--- config.mk ---
export PLATFORM = sky130hd
export DESIGN_NAME = nmea_gga_field_parser
export DESIGN_NICKNAME = d
export VERILOG_FILES = /design/src/rtl/ngga_pkg.sv /design/src/rtl/ngga_in_reg.sv /design/src/rtl/ngga_field_core.sv /design/src/rtl/ngga_out_reg.sv /design/src/rtl/nmea_gga_field_parser.sv
export SDC_FILE = /design/constraint.sdc
export NUM_CORES = 1
export LEC_CHECK = 0
export CAP_MARGIN = 25
export CORE_ASPECT_RATIO = 1.4
export CORE_MARGIN = 5
export CORE_UTILIZATION = 45
export CTS_CLUSTER_DIAMETER = 50
export CTS_CLUSTER_SIZE = 14
export DETAILED_ROUTE_END_ITERATION = 8
export DONT_BUFFER_PORTS = 1
export HOLD_SLACK_MARGIN = 0.15
export PLACE_DENSITY = 0.58
export SYNTH_ARGS = -nofsm -noshare
export SYNTH_HDL_FRONTEND = slang
export SYNTH_SLANG_ARGS = --single-unit
--- constraint.sdc ---
create_clock -name clk -period 9.6 [get_ports clk]
set_input_delay 1.92 -clock clk [delete_from_list [all_inputs] [get_ports clk]]
set_output_delay 1.92 -clock clk [all_outputs]
set_load 0.01 [all_outputs]
--- src/rtl/ngga_pkg.sv ---
// ngga_pkg: shared types, character codes, field numbers and helper functions
// for the GGA sentence field parser. No dependencies.

package ngga_pkg;

  // character codes
  localparam logic [7:0] CH_DOLLAR = 8'h24;
  localparam logic [7:0] CH_COMMA  = 8'h2C;
  localparam logic [7:0] CH_ZERO   = 8'h30;
  localparam logic [7:0] CH_NINE   = 8'h39;
  localparam logic [7:0] CH_NORTH  = 8'h4E;
  localparam logic [7:0] CH_EAST   = 8'h45;

  // field numbers within a sentence
  localparam logic [2:0] FLD_TALKER = 3'd0;
  localparam logic [2:0] FLD_TIME   = 3'd1;
  localparam logic [2:0] FLD_LAT    = 3'd2;
  localparam logic [2:0] FLD_NS     = 3'd3;
  localparam logic [2:0] FLD_LON    = 3'd4;
  localparam logic [2:0] FLD_EW     = 3'd5;
  localparam logic [2:0] FLD_FIX    = 3'd6;
  localparam logic [2:0] FLD_SATS   = 3'd7;

  localparam logic [4:0] POS_MAX      = 5'd31;
  localparam logic [4:0] POS_MIN_FULL = 5'd6;
  localparam logic [4:0] LAT_POS_END  = 5'd9;
  localparam logic [4:0] LON_POS_END  = 5'd10;
  localparam logic [6:0] SAT_MAX      = 7'd99;
  localparam logic [4:0] OFFSET_RESET = 5'd8;

  localparam int OUT_TDATA_W = 88;
  localparam int REC_W       = 86;

  // one result item; last member sits in the lowest bits
  typedef struct packed {
    logic [6:0]  sat_count;
    logic        fix_valid;
    logic        lon_west;
    logic [29:0] lon_value;
    logic        lat_south;
    logic [25:0] lat_value;
    logic        time_valid;
    logic [6:0]  second;
    logic [6:0]  minute;
    logic [4:0]  local_hour;
  } record_t;

  // decimal digit value, non-digits count as zero
  function automatic logic [3:0] digit_of(input logic [7:0] c);
    logic [7:0] diff;
    diff = c - CH_ZERO;
    if (c >= CH_ZERO && c <= CH_NINE) begin
      return diff[3:0];
    end
    return 4'd0;
  endfunction

  // weighted latitude digit, ddmm.mmmm in 1/600000 degree
  function automatic logic [25:0] lat_term(input logic [3:0] d, input logic [3:0] p);
    logic [25:0] dw;
    dw = {22'd0, d};
    case (p)
      4'd0:    return 26'(dw * 26'd6000000);
      4'd1:    return 26'(dw * 26'd600000);
      4'd2:    return 26'(dw * 26'd100000);
      4'd3:    return 26'(dw * 26'd10000);
      4'd5:    return 26'(dw * 26'd1000);
      4'd6:    return 26'(dw * 26'd100);
      4'd7:    return 26'(dw * 26'd10);
      4'd8:    return dw;
      default: return 26'd0;
    endcase
  endfunction

  // weighted longitude digit, dddmm.mmmm in 1/600000 degree
  function automatic logic [29:0] lon_term(input logic [3:0] d, input logic [3:0] p);
    logic [29:0] dw;
    dw = {26'd0, d};
    case (p)
      4'd0:    return 30'(dw * 30'd60000000);
      4'd1:    return 30'(dw * 30'd6000000);
      4'd2:    return 30'(dw * 30'd600000);
      4'd3:    return 30'(dw * 30'd100000);
      4'd4:    return 30'(dw * 30'd10000);
      4'd6:    return 30'(dw * 30'd1000);
      4'd7:    return 30'(dw * 30'd100);
      4'd8:    return 30'(dw * 30'd10);
      4'd9:    return dw;
      default: return 30'd0;
    endcase
  endfunction

  // modulo 24 of a value below 192 by three conditional subtractions
  function automatic logic [4:0] mod24(input logic [7:0] v);
    logic [7:0] t;
    t = v;
    if (t >= 8'd96) t = t - 8'd96;
    if (t >= 8'd48) t = t - 8'd48;
    if (t >= 8'd24) t = t - 8'd24;
    return t[4:0];
  endfunction

endpackage

--- src/rtl/ngga_in_reg.sv ---
// ngga_in_reg: input register stage holding one sentence byte.
// No package dependencies.

module ngga_in_reg
(
  input  logic       clk,
  input  logic       rst_n,
  input  logic       in_tvalid,
  output logic       in_tready,
  input  logic [7:0] in_tdata,
  input  logic       take,
  output logic       item_vld_r,
  output logic [7:0] item_char_r
);

  logic item_vld_nxt;

  // ready while empty or while the held item moves on
  assign in_tready = !item_vld_r || take;

  always_comb begin
    item_vld_nxt = item_vld_r;
    if (in_tready) begin
      item_vld_nxt = in_tvalid;
    end
  end

  // valid flag
  always_ff @(posedge clk) begin
    if (!rst_n) begin
      item_vld_r <= 1'b0;
    end else begin
      item_vld_r <= item_vld_nxt;
    end
  end

  // payload, no reset
  always_ff @(posedge clk) begin
    if (in_tready && in_tvalid) begin
      item_char_r <= in_tdata;
    end
  end

endmodule

--- src/rtl/ngga_field_core.sv ---
// ngga_field_core: sentence state, field accumulators and record assembly.
// Depends on ngga_pkg for field numbers, character codes and digit weights.

module ngga_field_core
  import ngga_pkg::*;
(
  input  logic       clk,
  input  logic       rst_n,
  input  logic       item_vld,
  input  logic [7:0] item_char,
  input  logic       fire,
  input  logic [4:0] utc_offset,
  output logic       would_emit,
  output record_t    rec
);

  logic        in_sentence_r, in_sentence_nxt;
  logic [2:0]  field_r, field_nxt;
  logic [4:0]  pos_r, pos_nxt;
  logic [6:0]  hour_r, hour_nxt;
  logic [6:0]  minute_r, minute_nxt;
  logic [6:0]  second_r, second_nxt;
  logic        time_ok_r, time_ok_nxt;
  logic [25:0] lat_r, lat_nxt;
  logic [29:0] lon_r, lon_nxt;
  logic        south_r, south_nxt;
  logic        west_r, west_nxt;
  logic        fix_r, fix_nxt;
  logic [6:0]  sats_r, sats_nxt;

  logic [3:0]  d;
  logic [6:0]  d10;
  logic [9:0]  sats_sum;
  logic [7:0]  hour_sum;

  assign d        = digit_of(item_char);
  assign d10      = {d, 3'b000} + {2'b00, d, 1'b0};
  assign sats_sum = {sats_r, 3'b000} + {2'b00, sats_r, 1'b0} + {6'd0, d};
  assign hour_sum = {1'b0, hour_r} + {3'd0, utc_offset};

  // closing comma of the satellite field gives a record
  assign would_emit = item_vld && in_sentence_r && (item_char == CH_COMMA) &&
                      (field_r == FLD_SATS);

  // next state for one byte
  always_comb begin
    in_sentence_nxt = in_sentence_r;
    field_nxt       = field_r;
    pos_nxt         = pos_r;
    hour_nxt        = hour_r;
    minute_nxt      = minute_r;
    second_nxt      = second_r;
    time_ok_nxt     = time_ok_r;
    lat_nxt         = lat_r;
    lon_nxt         = lon_r;
    south_nxt       = south_r;
    west_nxt        = west_r;
    fix_nxt         = fix_r;
    sats_nxt        = sats_r;
    if (fire) begin
      if (item_char == CH_DOLLAR) begin
        in_sentence_nxt = 1'b1;
        field_nxt       = FLD_TALKER;
        pos_nxt         = 5'd0;
        hour_nxt        = 7'd0;
        minute_nxt      = 7'd0;
        second_nxt      = 7'd0;
        time_ok_nxt     = 1'b0;
        lat_nxt         = 26'd0;
        lon_nxt         = 30'd0;
        south_nxt       = 1'b1;
        west_nxt        = 1'b1;
        fix_nxt         = 1'b1;
        sats_nxt        = 7'd0;
      end else if (in_sentence_r && item_char != CH_COMMA) begin
        // character inside a field
        case (field_r)
          FLD_TIME: begin
            case (pos_r)
              5'd0:    hour_nxt   = hour_r + d10;
              5'd1:    hour_nxt   = hour_r + {3'd0, d};
              5'd2:    minute_nxt = minute_r + d10;
              5'd3:    minute_nxt = minute_r + {3'd0, d};
              5'd4:    second_nxt = second_r + d10;
              5'd5:    second_nxt = second_r + {3'd0, d};
              default: ;
            endcase
          end
          FLD_LAT: begin
            if (pos_r < LAT_POS_END) lat_nxt = lat_r + lat_term(d, pos_r[3:0]);
          end
          FLD_NS: begin
            if (pos_r == 5'd0) south_nxt = (item_char != CH_NORTH);
          end
          FLD_LON: begin
            if (pos_r < LON_POS_END) lon_nxt = lon_r + lon_term(d, pos_r[3:0]);
          end
          FLD_EW: begin
            if (pos_r == 5'd0) west_nxt = (item_char != CH_EAST);
          end
          FLD_FIX: begin
            if (pos_r == 5'd0) fix_nxt = (item_char != CH_ZERO);
          end
          FLD_SATS: begin
            sats_nxt = (sats_sum > {3'd0, SAT_MAX}) ? SAT_MAX : sats_sum[6:0];
          end
          default: ;
        endcase
        if (pos_r != POS_MAX) pos_nxt = pos_r + 5'd1;
      end else if (in_sentence_r) begin
        // comma closes the field
        case (field_r)
          FLD_TIME: time_ok_nxt = (pos_r >= POS_MIN_FULL);
          FLD_LAT:  if (pos_r < POS_MIN_FULL) lat_nxt = 26'd0;
          FLD_LON:  if (pos_r < POS_MIN_FULL) lon_nxt = 30'd0;
          default:  ;
        endcase
        pos_nxt = 5'd0;
        if (field_r == FLD_SATS) begin
          in_sentence_nxt = 1'b0;
          field_nxt       = FLD_TALKER;
        end else begin
          field_nxt = field_r + 3'd1;
        end
      end
    end
  end

  // control state
  always_ff @(posedge clk) begin
    if (!rst_n) begin
      in_sentence_r <= 1'b0;
      field_r       <= FLD_TALKER;
      pos_r         <= 5'd0;
      time_ok_r     <= 1'b0;
      south_r       <= 1'b0;
      west_r        <= 1'b0;
      fix_r         <= 1'b0;
      hour_r        <= 7'd0;
      minute_r      <= 7'd0;
      second_r      <= 7'd0;
      lat_r         <= 26'd0;
      lon_r         <= 30'd0;
      sats_r        <= 7'd0;
    end else begin
      in_sentence_r <= in_sentence_nxt;
      field_r       <= field_nxt;
      pos_r         <= pos_nxt;
      time_ok_r     <= time_ok_nxt;
      south_r       <= south_nxt;
      west_r        <= west_nxt;
      fix_r         <= fix_nxt;
      hour_r        <= hour_nxt;
      minute_r      <= minute_nxt;
      second_r      <= second_nxt;
      lat_r         <= lat_nxt;
      lon_r         <= lon_nxt;
      sats_r        <= sats_nxt;
    end
  end

  // record from the stored fields
  always_comb begin
    rec            = '0;
    rec.time_valid = time_ok_r;
    if (time_ok_r) begin
      rec.local_hour = mod24(hour_sum);
      rec.minute     = minute_r;
      rec.second     = second_r;
    end
    rec.lat_value = lat_r;
    rec.lat_south = south_r;
    rec.lon_value = lon_r;
    rec.lon_west  = west_r;
    rec.fix_valid = fix_r;
    rec.sat_count = sats_r;
  end

endmodule

--- src/rtl/ngga_out_reg.sv ---
// ngga_out_reg: result register for one record, holds it while the receiver stalls.
// Depends on ngga_pkg for record_t.

module ngga_out_reg
  import ngga_pkg::*;
(
  input  logic    clk,
  input  logic    rst_n,
  input  logic    load,
  input  record_t rec_in,
  output logic    out_free,
  output logic    out_tvalid,
  input  logic    out_tready,
  output record_t rec_r
);

  logic out_vld_r, out_vld_nxt;

  assign out_free   = !out_vld_r || out_tready;
  assign out_tvalid = out_vld_r;

  always_comb begin
    out_vld_nxt = out_vld_r;
    if (load) begin
      out_vld_nxt = 1'b1;
    end else if (out_tready) begin
      out_vld_nxt = 1'b0;
    end
  end

  // valid flag
  always_ff @(posedge clk) begin
    if (!rst_n) begin
      out_vld_r <= 1'b0;
    end else begin
      out_vld_r <= out_vld_nxt;
    end
  end

  // record payload
  always_ff @(posedge clk) begin
    if (load) begin
      rec_r <= rec_in;
    end
  end

endmodule

--- src/rtl/nmea_gga_field_parser.sv ---
// nmea_gga_field_parser: top level of the GGA sentence field parser.
// Depends on ngga_pkg, ngga_in_reg, ngga_field_core and ngga_out_reg.
//
// Usage
//   in_*  : one sentence byte per item in in_tdata[7:0].
//   out_* : one record per sentence, given when the comma closing the
//           satellite field is processed.
//   cfg_* : write of utc_offset_hours (cfg_data[4:0]); cfg_ready is always high.
//           Write only while no item is in flight.
// Path: an accepted byte is held in the input register and then processed; the
//   record it completes is loaded into the output register and shown on out_tvalid.
// Throughput: one byte per cycle unless stalled; each byte updates the field
//   state in one pass through the core between the input and state registers.
// Reset: synchronous active-low rst_n; outside a sentence, offset set to 8.
// Stall: a held record blocks only a byte that would emit another record; that
//   byte waits in the input register and in_tready drops until out_tready.

module nmea_gga_field_parser
  import ngga_pkg::*;
(
  input  logic                   clk,
  input  logic                   rst_n,
  // input item: [7:0] char_in
  input  logic                   in_tvalid,
  output logic                   in_tready,
  input  logic [7:0]             in_tdata,
  // result item: [4:0] local_hour, [11:5] minute, [18:12] second, [19] time_valid,
  // [45:20] lat_value, [46] lat_south, [76:47] lon_value, [77] lon_west,
  // [78] fix_valid, [85:79] sat_count, [87:86] zero
  output logic                   out_tvalid,
  input  logic                   out_tready,
  output logic [OUT_TDATA_W-1:0] out_tdata,
  // configuration: utc_offset_hours
  input  logic                   cfg_valid,
  output logic                   cfg_ready,
  input  logic [4:0]             cfg_data
);

  logic       item_vld;
  logic [7:0] item_char;
  logic       proc_fire;
  logic       would_emit;
  logic       out_free;
  record_t    rec_next;
  record_t    rec_held;
  logic [4:0] offset_r;

  // offset register
  assign cfg_ready = 1'b1;
  always_ff @(posedge clk) begin
    if (!rst_n) begin
      offset_r <= OFFSET_RESET;
    end else if (cfg_valid && cfg_ready) begin
      offset_r <= cfg_data;
    end
  end

  // process the held byte unless its record has nowhere to go
  assign proc_fire = item_vld && (!would_emit || out_free);

  ngga_in_reg u_in_reg (
    .clk         (clk),
    .rst_n       (rst_n),
    .in_tvalid   (in_tvalid),
    .in_tready   (in_tready),
    .in_tdata    (in_tdata),
    .take        (proc_fire),
    .item_vld_r  (item_vld),
    .item_char_r (item_char)
  );

  ngga_field_core u_core (
    .clk        (clk),
    .rst_n      (rst_n),
    .item_vld   (item_vld),
    .item_char  (item_char),
    .fire       (proc_fire),
    .utc_offset (offset_r),
    .would_emit (would_emit),
    .rec        (rec_next)
  );

  ngga_out_reg u_out_reg (
    .clk        (clk),
    .rst_n      (rst_n),
    .load       (proc_fire && would_emit),
    .rec_in     (rec_next),
    .out_free   (out_free),
    .out_tvalid (out_tvalid),
    .out_tready (out_tready),
    .rec_r      (rec_held)
  );

  assign out_tdata = {(OUT_TDATA_W - REC_W)'(0), rec_held};

`ifndef ASSERT_OFF
  // an empty input register always takes a byte
  a_ready_when_empty: assert property (@(posedge clk) disable iff (!rst_n)
    !item_vld |-> in_tready)
    else $error("input register empty but not ready");

  // a stalled record is never overwritten by a new one
  a_no_overwrite: assert property (@(posedge clk) disable iff (!rst_n)
    (out_tvalid && !out_tready && would_emit) |-> !proc_fire)
    else $error("record overwritten while stalled");

  // invalid time gives zero hour, minute and second
  a_time_zero: assert property (@(posedge clk) disable iff (!rst_n)
    (out_tvalid && !out_tdata[19]) |-> (out_tdata[18:0] == 19'd0))
    else $error("time fields set while time invalid");

  // local hour stays below 24
  a_hour_range: assert property (@(posedge clk) disable iff (!rst_n)
    out_tvalid |-> (out_tdata[4:0] < 5'd24))
    else $error("local hour out of range");
`endif

endmodule
==> results of run 1 <==
[where the power goes]
group	internal, uW	total (uW)	switching [uW]
Sequential	880	885	5.26
Combinational	29.2	88.4	59.2
Clock	429	805	376
Total	1340	1780	440
[path summary, 6_finish.rpt]
| kind | start | endpoint | slack (ns) | cells past startpoint |
|---|---|---|---|---|
| worst max-delay path | u_in_reg.item_char_r[7] | u_core.lon_r[27] | 1.61 | 26 |
| worst max register to register | u_in_reg.item_char_r[7] | u_core.lon_r[27] | 1.61 | 26 |
| worst min-delay path | u_core.west_r | u_out_reg.rec_r[77] | 0.44 | 0 |
| worst min register to register | u_core.west_r | u_out_reg.rec_r[77] | 0.44 | 0 |
[sequential cells by signal, indices dropped and copies added (netlist names), 3 cells and up]
signal,flops
offset_r,5
u_core.field_r,3
u_core.hour_r,7
u_core.lat_r,26
u_core.lon_r,30
u_core.minute_r,7
u_core.pos_r,5
u_core.sats_r,7
u_core.second_r,7
u_in_reg.item_char_r,8
u_out_reg.rec_r,86
[worst reg2reg max path, stage by stage, from the launching register on]
cell,delay (ns)
sky130_fd_sc_hd__edfxtp_1,0.45
sky130_fd_sc_hd__and4bb_1,0.46
sky130_fd_sc_hd__nand2_1,0.44
sky130_fd_sc_hd__inv_1,0.61
sky130_fd_sc_hd__buf_4,0.35
sky130_fd_sc_hd__ha_1,0.33
sky130_fd_sc_hd__ha_1,0.30
sky130_fd_sc_hd__ha_1,0.37
sky130_fd_sc_hd__fa_1,0.58
sky130_fd_sc_hd__a21o_1,0.22
sky130_fd_sc_hd__a21o_1,0.27
sky130_fd_sc_hd__a31oi_1,0.33
sky130_fd_sc_hd__o21bai_1,0.10
sky130_fd_sc_hd__a21oi_1,0.21
sky130_fd_sc_hd__o21ai_0,0.16
sky130_fd_sc_hd__xnor2_1,0.17
sky130_fd_sc_hd__a22oi_1,0.18
sky130_fd_sc_hd__o21ai_0,0.14
sky130_fd_sc_hd__ha_1,0.41
sky130_fd_sc_hd__nand4_1,0.20
sky130_fd_sc_hd__or4_4,0.48
sky130_fd_sc_hd__o221ai_1,0.23
sky130_fd_sc_hd__or2_1,0.19
sky130_fd_sc_hd__a21o_1,0.13
sky130_fd_sc_hd__a211oi_1,0.06
sky130_fd_sc_hd__or4_1,0.40
sky130_fd_sc_hd__a21oi_1,0.17
[placed cells by master, fill, tap and decap left out, types with 5 or more instances in the layout]
cell / instances
sky130_fd_sc_hd__nor2b_1: 21
sky130_fd_sc_hd__a21o_1: 56
sky130_fd_sc_hd__a221o_1: 7
sky130_fd_sc_hd__a21oi_1: 173
sky130_fd_sc_hd__mux2i_1: 11
sky130_fd_sc_hd__or2_2: 5
sky130_fd_sc_hd__o21a_1: 8
sky130_fd_sc_hd__nor3_1: 23
sky130_fd_sc_hd__nand2_1: 149
sky130_fd_sc_hd__o21bai_1: 20
sky130_fd_sc_hd__o211ai_1: 8
sky130_fd_sc_hd__o21ai_1: 15
sky130_fd_sc_hd__clkbuf_16: 19
sky130_fd_sc_hd__inv_1: 75
sky130_fd_sc_hd__nand2b_1: 17
sky130_fd_sc_hd__a221oi_1: 11
sky130_fd_sc_hd__xnor2_1: 85
sky130_fd_sc_hd__fa_1: 27
sky130_fd_sc_hd__o22ai_1: 11
sky130_fd_sc_hd__o31ai_1: 5
sky130_fd_sc_hd__a211oi_1: 11
sky130_fd_sc_hd__a2111oi_0: 6
sky130_fd_sc_hd__nor2_1: 114
sky130_fd_sc_hd__nand3_1: 67
sky130_fd_sc_hd__and3_1: 17
sky130_fd_sc_hd__a22oi_1: 13
sky130_fd_sc_hd__a222oi_1: 10
sky130_fd_sc_hd__a31oi_1: 24
sky130_fd_sc_hd__xor2_1: 43
sky130_fd_sc_hd__or3_1: 7
sky130_fd_sc_hd__o221ai_1: 17
sky130_fd_sc_hd__buf_4: 11
sky130_fd_sc_hd__edfxtp_1: 94
sky130_fd_sc_hd__dfxtp_1: 104
sky130_fd_sc_hd__ha_1: 163
sky130_fd_sc_hd__o21ai_0: 94
sky130_fd_sc_hd__o2111ai_1: 8
sky130_fd_sc_hd__and2_1: 27
sky130_fd_sc_hd__nand4_1: 12
[metrics by stage]
step | instances | cell area, um2 | power (uW) | utilization | setup WS (ns)
global placement | 2128 | 15930 | 991.3 | 0.4666 | 1.872
CTS | 2160 | 16580 | 1798 | 0.4858 | 1.690
global route | 2160 | 16580 | 1842 | 0.4858 | 0.9798
floorplan | 1744 | 15600 | 967.1 | - | 2.842
detailed placement | 2128 | 15930 | 991.9 | 0.4666 | 1.718
finish | 2160 | 16580 | 1778 | 0.4858 | 1.609
[per-layer routing]
layer  routed length (um)  global-route usage  vias up
met1                18340              0.2679     6367
met2                24910              0.4430      388
met5                    0                   0        -
met3                 2292             0.05069      142
li1                     -                   -     6331
met4                 2976              0.1456        0
[cell type report]
| class | count | area (um2) |
|---|---|---|
| multi-input combinational | 1391 | 10090 |
| sequential | 198 | 4905 |
| tap | 451 | 564.3 |
| timing repair buffer | 11 | 82.58 |
| clock inverter | 13 | 177.7 |
| fill | 3269 | 17550 |
| inverter | 77 | 289.0 |
| clock buffer | 19 | 475.5 |
[cell families after synthesis]
| family | Yosys count |
|---|---|
| buffers and inverters | 155 |
| other | 2 |
| adders and majority gates | 190 |
| muxes | 12 |
| xor gates and xnor gates | 130 |
| DFF | 198 |
| AOI/OAI and AO/OA | 560 |
| and+or+nand+nor | 496 |
==> flow_metrics.py, run 1 <==
metrics = {
    "synthesis": {
        "synth_cells": 1743,
        "post_synth_fa_ha_maj_area_fraction": 0.1655,
        "synth_top_family_by_area": "compound AO/OA/AOI/OAI gates",
        "synth.yosys.warnings": 0,
        "synth_seq_area_share": 0.3146,
        "fraction_of_the_mapped_netlist_area_in_compound_gates": 0.2415,
        "post-synth-top-area-cell": "sky130_fd_sc_hd__edfxtp_1",
        "synth_async_sr_flop_share": 0,
        "yosys.area_share.xor_xnor": 0.07398,
        "yosysUniqueCellTypes": 103,
        "ys_seq_elements": 198,
        "yosys-top-cells-count": "sky130_fd_sc_hd__a21oi_1, sky130_fd_sc_hd__ha_1, sky130_fd_sc_hd__nand2_1, sky130_fd_sc_hd__nor2_1, sky130_fd_sc_hd__dfxtp_1",
        "synth.top_cell.area_share": 0.1810,
        "edff_count_synth": 94,
        "postSynth.topFlopCell": "sky130_fd_sc_hd__dfxtp_1",
        "post_synth_instance_area_mm2": 0.01559,
        "synth_most_common_cell": "sky130_fd_sc_hd__a21oi_1",
        "mean_area_per_synthesized_cell_um2": 8.946,
        "synth_area_leaders": "sky130_fd_sc_hd__edfxtp_1, sky130_fd_sc_hd__dfxtp_1, sky130_fd_sc_hd__ha_1, sky130_fd_sc_hd__a21oi_1, sky130_fd_sc_hd__xnor2_1",
        "simple_gate_portion_of_the_synthesized_area": 0.1559,
        "multiplexer_share_of_the_synthesized_area": 0.007784,
    },
    "clock_network": {
        "clockRootBuffer": "sky130_fd_sc_hd__clkbuf_16",
        "cts_tree": "yes",
        "cts_hold_repair.buffers": 0,
        "clockBufferDepth": 2,
        "cts-buffers-inserted": 17,
        "clock_tree.htree_level_count": 4,
        "cts_resized": 0,
        "cts_setup_buffers": 0,
        "clkSinkCount": 198,
        "clock_insertion_delay_worst_skew_ns": 0.48,
        "clkSlewWorstSetupHoldPaths_ns": 0.08,
    },
    "timing": {
        "setup-violations-final": 0,
        "setup_tns_ns": 0,
        "fin_crit_sh": 0.8324,
        "hold_viol": 0,
        "finalWorstPathRequiredPeriod_ns": 7.991,
        "timing.clock.skew_ns": 0.01523,
        "worstMarginPinSlew_ns": 1.069,
        "hold_slack_ns": 0.4399,
        "fmax_mhz": 125.1,
        "timing_max_transition_violations_final": 0,
        "grt_setup_unrepaired": "no",
        "max_slew_margin": 0.2872,
    },
    "power": {
        "leakage_uw": 0.007029,
        "maximum_vdd_ir_drop_mv": 0.09324,
        "pwr_density_cell_mw_per_mm2": 107.2,
    },
    "setup_path": {
        "worst_ep_arrival_time_ns": 8.38,
        "worst-path-max-fanout": 13,
        "critical_path_buf_inv_count": 2,
        "timing.critical_path.mode_cell": "sky130_fd_sc_hd__ha_1",
        "worstPathRequired_ns": 9.99,
        "timing.critical_path.to_type": "flip-flop",
        "timing.critical_path.slowest_stage_cell": "sky130_fd_sc_hd__inv_1",
        "critical_path.max_stage_delay_ns": 0.61,
        "worst_path_dominant_cell_family": "compound AO/OA/AOI/OAI gates",
        "criticalPathCategory": "reg -> reg",
        "kind_of_launch_point_of_the_worst_setup_path": "flip-flop",
    },
    "grt": {
        "grt_start_max_net_pins": 58,
        "grt_overflow_total": 0,
        "grt_antenna_before_repair": 0,
        "grt_usage": 0.2474,
        "grt_first_pass_wirelength_mm": 75.32,
        "grt_pass1_vias": 13290,
    },
    "drt": {
        "drt_first_iter_violations": 1207,
        "wl_per_cell_um": 22.46,
        "drt_first_pass_iters": 7,
        "postRouteAntennaNets": 0,
        "vias": 13230,
        "drt_wl_total_mm": 48.52,
        "viasPerCell": 6.124,
        "route.detailed.drc": 0,
    },
    "finish": {
        "antenna_diode_count": 0,
        "design.final.nets": 1904,
        "syn2layout_area_growth_pct": 6.339,
        "share_of_final_layout_standard_cells_stronger_than_drive_strength_1": 0.05266,
    },
    "die": {
        "floorplan.die_area_mm2": 0.03853,
        "placeableCoreArea_mm2": 0.03413,
        "core.rowCount": 80,
        "initial_core_util": 0.4568,
        "die-height_um": 230.3,
        "chipWidth_um": 167.3,
        "num_io_pins": 109,
    },
    "status": {
        "run_status": "complete, no violations",
    },
    "min_path": {
        "hp-class": "reg -> reg",
    },
    "place": {
        "port_buffers": 0,
        "gp_congestion": 1.005,
        "detailed_place_hpwl_mm": 36.75,
    },
    "flow_run": {
        "max_cap_viol_count": 0,
    },
}
(Power assumes the default switching activity.)
==> run 2, diff against run 1 <==
--- a/config.mk
+++ b/config.mk
@@ -5,6 +5,7 @@
 export SDC_FILE = /design/constraint.sdc
 export NUM_CORES = 1
 export LEC_CHECK = 0
+export ABC_AREA = 1
 export CAP_MARGIN = 25
 export CORE_ASPECT_RATIO = 1.4
 export CORE_MARGIN = 5
==> constraint.sdc (replaced) <==
create_clock -name clk -period 8.3 [get_ports clk]
set_input_delay 1.66 -clock clk [delete_from_list [all_inputs] [get_ports clk]]
set_output_delay 1.66 -clock clk [all_outputs]
set_load 0.01 [all_outputs]
==> run 2 against run 1 <==
Effect of this change: die area is 3.8% higher; hold slack better by 0.0021 ns; synthesized cell count is 24% higher; global-route usage hardly changed.
==> flow_metrics.py, run 2 <==
metrics = {
    "status": {
        "run_status": "complete, no violations",
    },
    "die": {
        "placeableCoreArea_mm2": 0.03570,
        "core.rowCount": 82,
        "die-height_um": 234.6,
        "chipWidth_um": 170.5,
        "num_io_pins": 109,
        "initial_core_util": 0.4543,
        "floorplan.die_area_mm2": 0.03999,
    },
    "drt": {
        "wl_per_cell_um": 19.00,
        "postRouteAntennaNets": 0,
        "drt_first_pass_iters": 6,
        "viasPerCell": 5.630,
        "route.detailed.drc": 0,
        "drt_first_iter_violations": 1054,
        "drt_wl_total_mm": 49.82,
        "vias": 14760,
    },
    "power": {
        "leakage_uw": 0.007851,
        "internal-power_uw": 1561,
        "netSwitchingPower_uw": 460.5,
        "seqPwrFrac": 0.505,
        "share_comb_of_total_power": 0.044,
        "pwr_density_cell_mw_per_mm2": 116.8,
        "maximum_vdd_ir_drop_mv": 0.1205,
        "clock_power_share": 0.451,
        "sw_frac_of_total": 0.2278,
    },
    "grt": {
        "grt_start_max_net_pins": 81,
        "grt_overflow_total": 0,
        "grt_pass1_vias": 14460,
        "grt_usage": 0.2470,
        "grt_antenna_before_repair": 0,
        "grt_first_pass_wirelength_mm": 78.27,
    },
    "timing": {
        "fin_crit_sh": 0.7868,
        "timing_max_transition_violations_final": 0,
        "worstMarginPinSlew_ns": 1.038,
        "setup-violations-final": 0,
        "grt_setup_unrepaired": "no",
        "timing.clock.skew_ns": 0.008329,
        "setup_tns_ns": 0,
        "hold_viol": 0,
        "finalWorstPathRequiredPeriod_ns": 6.531,
        "max_slew_margin": 0.3077,
        "fmax_mhz": 153.1,
    },
    "synthesis": {
        "yosys-top-cells-count": "sky130_fd_sc_hd__nand2_1, sky130_fd_sc_hd__inv_1, sky130_fd_sc_hd__a21oi_1, sky130_fd_sc_hd__ha_1, sky130_fd_sc_hd__nor2_1",
        "postSynth.topFlopCell": "sky130_fd_sc_hd__dfxtp_1",
        "synth.top_cell.area_share": 0.1740,
        "post-synth-top-area-cell": "sky130_fd_sc_hd__edfxtp_1",
        "ys_seq_elements": 198,
        "synth_async_sr_flop_share": 0,
        "synth.yosys.warnings": 0,
        "edff_count_synth": 94,
        "mean_area_per_synthesized_cell_um2": 7.499,
        "synth_most_common_cell": "sky130_fd_sc_hd__nand2_1",
        "synth_seq_area_share": 0.3024,
        "synth_area_leaders": "sky130_fd_sc_hd__edfxtp_1, sky130_fd_sc_hd__dfxtp_1, sky130_fd_sc_hd__ha_1, sky130_fd_sc_hd__nand2_1, sky130_fd_sc_hd__a21oi_1",
        "yosysUniqueCellTypes": 59,
        "synth_cells": 2163,
        "post_synth_instance_area_mm2": 0.01622,
    },
    "setup_path": {
        "worstPathRequired_ns": 8.60,
        "timing.critical_path.slowest_stage_cell": "sky130_fd_sc_hd__fa_1",
        "worst_r2r_path_depth": 28,
        "criticalPathCategory": "reg -> reg",
        "r2r_end": "u_core.lon_r[24]",
        "crit-reg2reg-launch": "u_in_reg.item_char_r[7]",
        "worst_ep_arrival_time_ns": 6.83,
        "critical_path.max_stage_delay_ns": 0.62,
        "worst-path-max-fanout": 9,
        "timing.critical_path.mode_cell": "sky130_fd_sc_hd__a21oi_1",
        "timing.critical_path.to_type": "flip-flop",
        "r2r_setup_slack_ns": 1.77,
        "kind_of_launch_point_of_the_worst_setup_path": "flip-flop",
        "critical_path_buf_inv_count": 2,
        "worst_path_dominant_cell_family": "simple AND/OR/NAND/NOR gates",
    },
    "min_path": {
        "hp-class": "reg -> reg",
        "hold_path.startpoint": "u_core.west_r",
        "whs_endpoint": "u_out_reg.rec_r[77]",
        "min_path_cells": 0,
    },
    "finish": {
        "layout.cell_area.non_filler_mm2": 0.01731,
        "antenna_diode_count": 0,
        "max_flop_register": "u_out_reg.rec_r",
        "number_of_flip_flops_in_the_largest_register": 86,
        "layout.cells.most_common_list": "sky130_fd_sc_hd__nand2_1, sky130_fd_sc_hd__inv_1, sky130_fd_sc_hd__a21oi_1, sky130_fd_sc_hd__ha_1, sky130_fd_sc_hd__nor2_1",
        "layout_top_registers": "u_out_reg.rec_r: 86 flops, u_core.lon_r: 30 flops, u_core.lat_r: 26 flops",
        "design.final.nets": 2355,
        "share_of_final_layout_standard_cells_stronger_than_drive_strength_1": 0.07037,
        "n_fill_cell": 3603,
        "syn2layout_area_growth_pct": 6.727,
        "most_common_cell_after_layout_fill_and_taps_aside": "sky130_fd_sc_hd__nand2_1",
    },
    "clock_network": {
        "clockBufferDepth": 2,
        "clock_insertion_delay_worst_skew_ns": 0.46,
        "cts_hold_repair.buffers": 0,
        "cts_tree": "yes",
        "cts-buffers-inserted": 17,
        "clockRootBuffer": "sky130_fd_sc_hd__clkbuf_16",
        "cts_resized": 0,
        "cts_setup_buffers": 0,
        "clkSinkCount": 198,
        "clock_tree.htree_level_count": 4,
        "clkSlewWorstSetupHoldPaths_ns": 0.07,
    },
    "place": {
        "detailed_place_hpwl_mm": 39.46,
        "placement_cell_area_mm2": 0.01668,
        "port_buffers": 0,
        "gp_congestion": 0.9711,
    },
    "flow_run": {
        "max_cap_viol_count": 0,
    },
}
-- run 2: layout make-up --
| class | count | area, um2 | share of cell area |
|---|---|---|---|
| multi-input cells | 1654 | 10090 | 0.5827 |
| flip-flops and latches | 198 | 4905 | 0.2833 |
| repair buffers | 15 | 132.6 | 0.007662 |
| clock buffers | 21 | 450.4 | 0.02602 |
| well taps | 462 | 578.1 | 0.03339 |
| inverters | 261 | 982.2 | 0.05674 |
| clock inverters | 11 | 175.2 | 0.01012 |
-- run 2: worst max path at each step --
stage                             from          endpoint  slack (ns)  cells past startpoint
5_1_grt        u_in_reg.item_char_r[1]  u_core.lon_r[24]        1.25                     25
6_report       u_in_reg.item_char_r[7]  u_core.lon_r[24]        1.77                     28
3_5_place_dp   u_in_reg.item_char_r[4]  u_core.lon_r[24]        1.81                     27
2_1_floorplan  u_in_reg.item_char_r[1]  u_core.lon_r[28]        2.03                     26
4_1_cts        u_in_reg.item_char_r[4]  u_core.lon_r[24]        1.78                     27
3_3_place_gp   u_in_reg.item_char_r[4]  u_core.lon_r[28]        1.88                     29
-- run 2: per-layer routing --
metal / vias up / routed length, um / global-route usage
met5: - / 0 / 0
met1: 6851 / 19520 / 0.2776
li1: 7330 / - / -
met3: 163 / 1822 / 0.03128
met4: 0 / 3503 / 0.1545
met2: 419 / 24970 / 0.4361
-- run 2: stage by stage --
stage	utilization	hold WS [ns]	power (uW)	setup slack [ns]	std cells
2_1_floorplan	-	0.4030	1108	2.028	2164
3_3_place_gp	0.4665	0.4167	1132	1.885	2589
4_1_cts	0.4848	0.4445	2045	1.778	2622
5_1_grt	0.4848	0.4574	2092	1.252	2622
3_5_place_dp	0.4673	0.4245	1133	1.812	2590
6_report	0.4848	0.4420	2022	1.769	2622
-- run 2: power groups by stage --
stage	Combinational, uW	Sequential, uW	Clock [uW]
final	89.9	1020	911
after global routing	99.2	1020	971
after CTS	90.2	1020	935
after detailed placement	89.7	1040	0
after global placement	88.7	1040	0
after floorplan	66.4	1040	0
-- run 2: cells by family (layout without fill, tap and decap cells) --
kind of cell,count (synthesis),after routing,share of synthesized area
AND/OR/NAND/NOR,885,885,0.2389
AO/OA/AOI/OAI,488,488,0.1751
buffers and inverters,312,308,0.07606
flip-flops,198,198,0.3024
adder cells (fa/ha/maj),190,190,0.1591
XOR/XNOR,88,88,0.04798
other,2,3,0.0004630
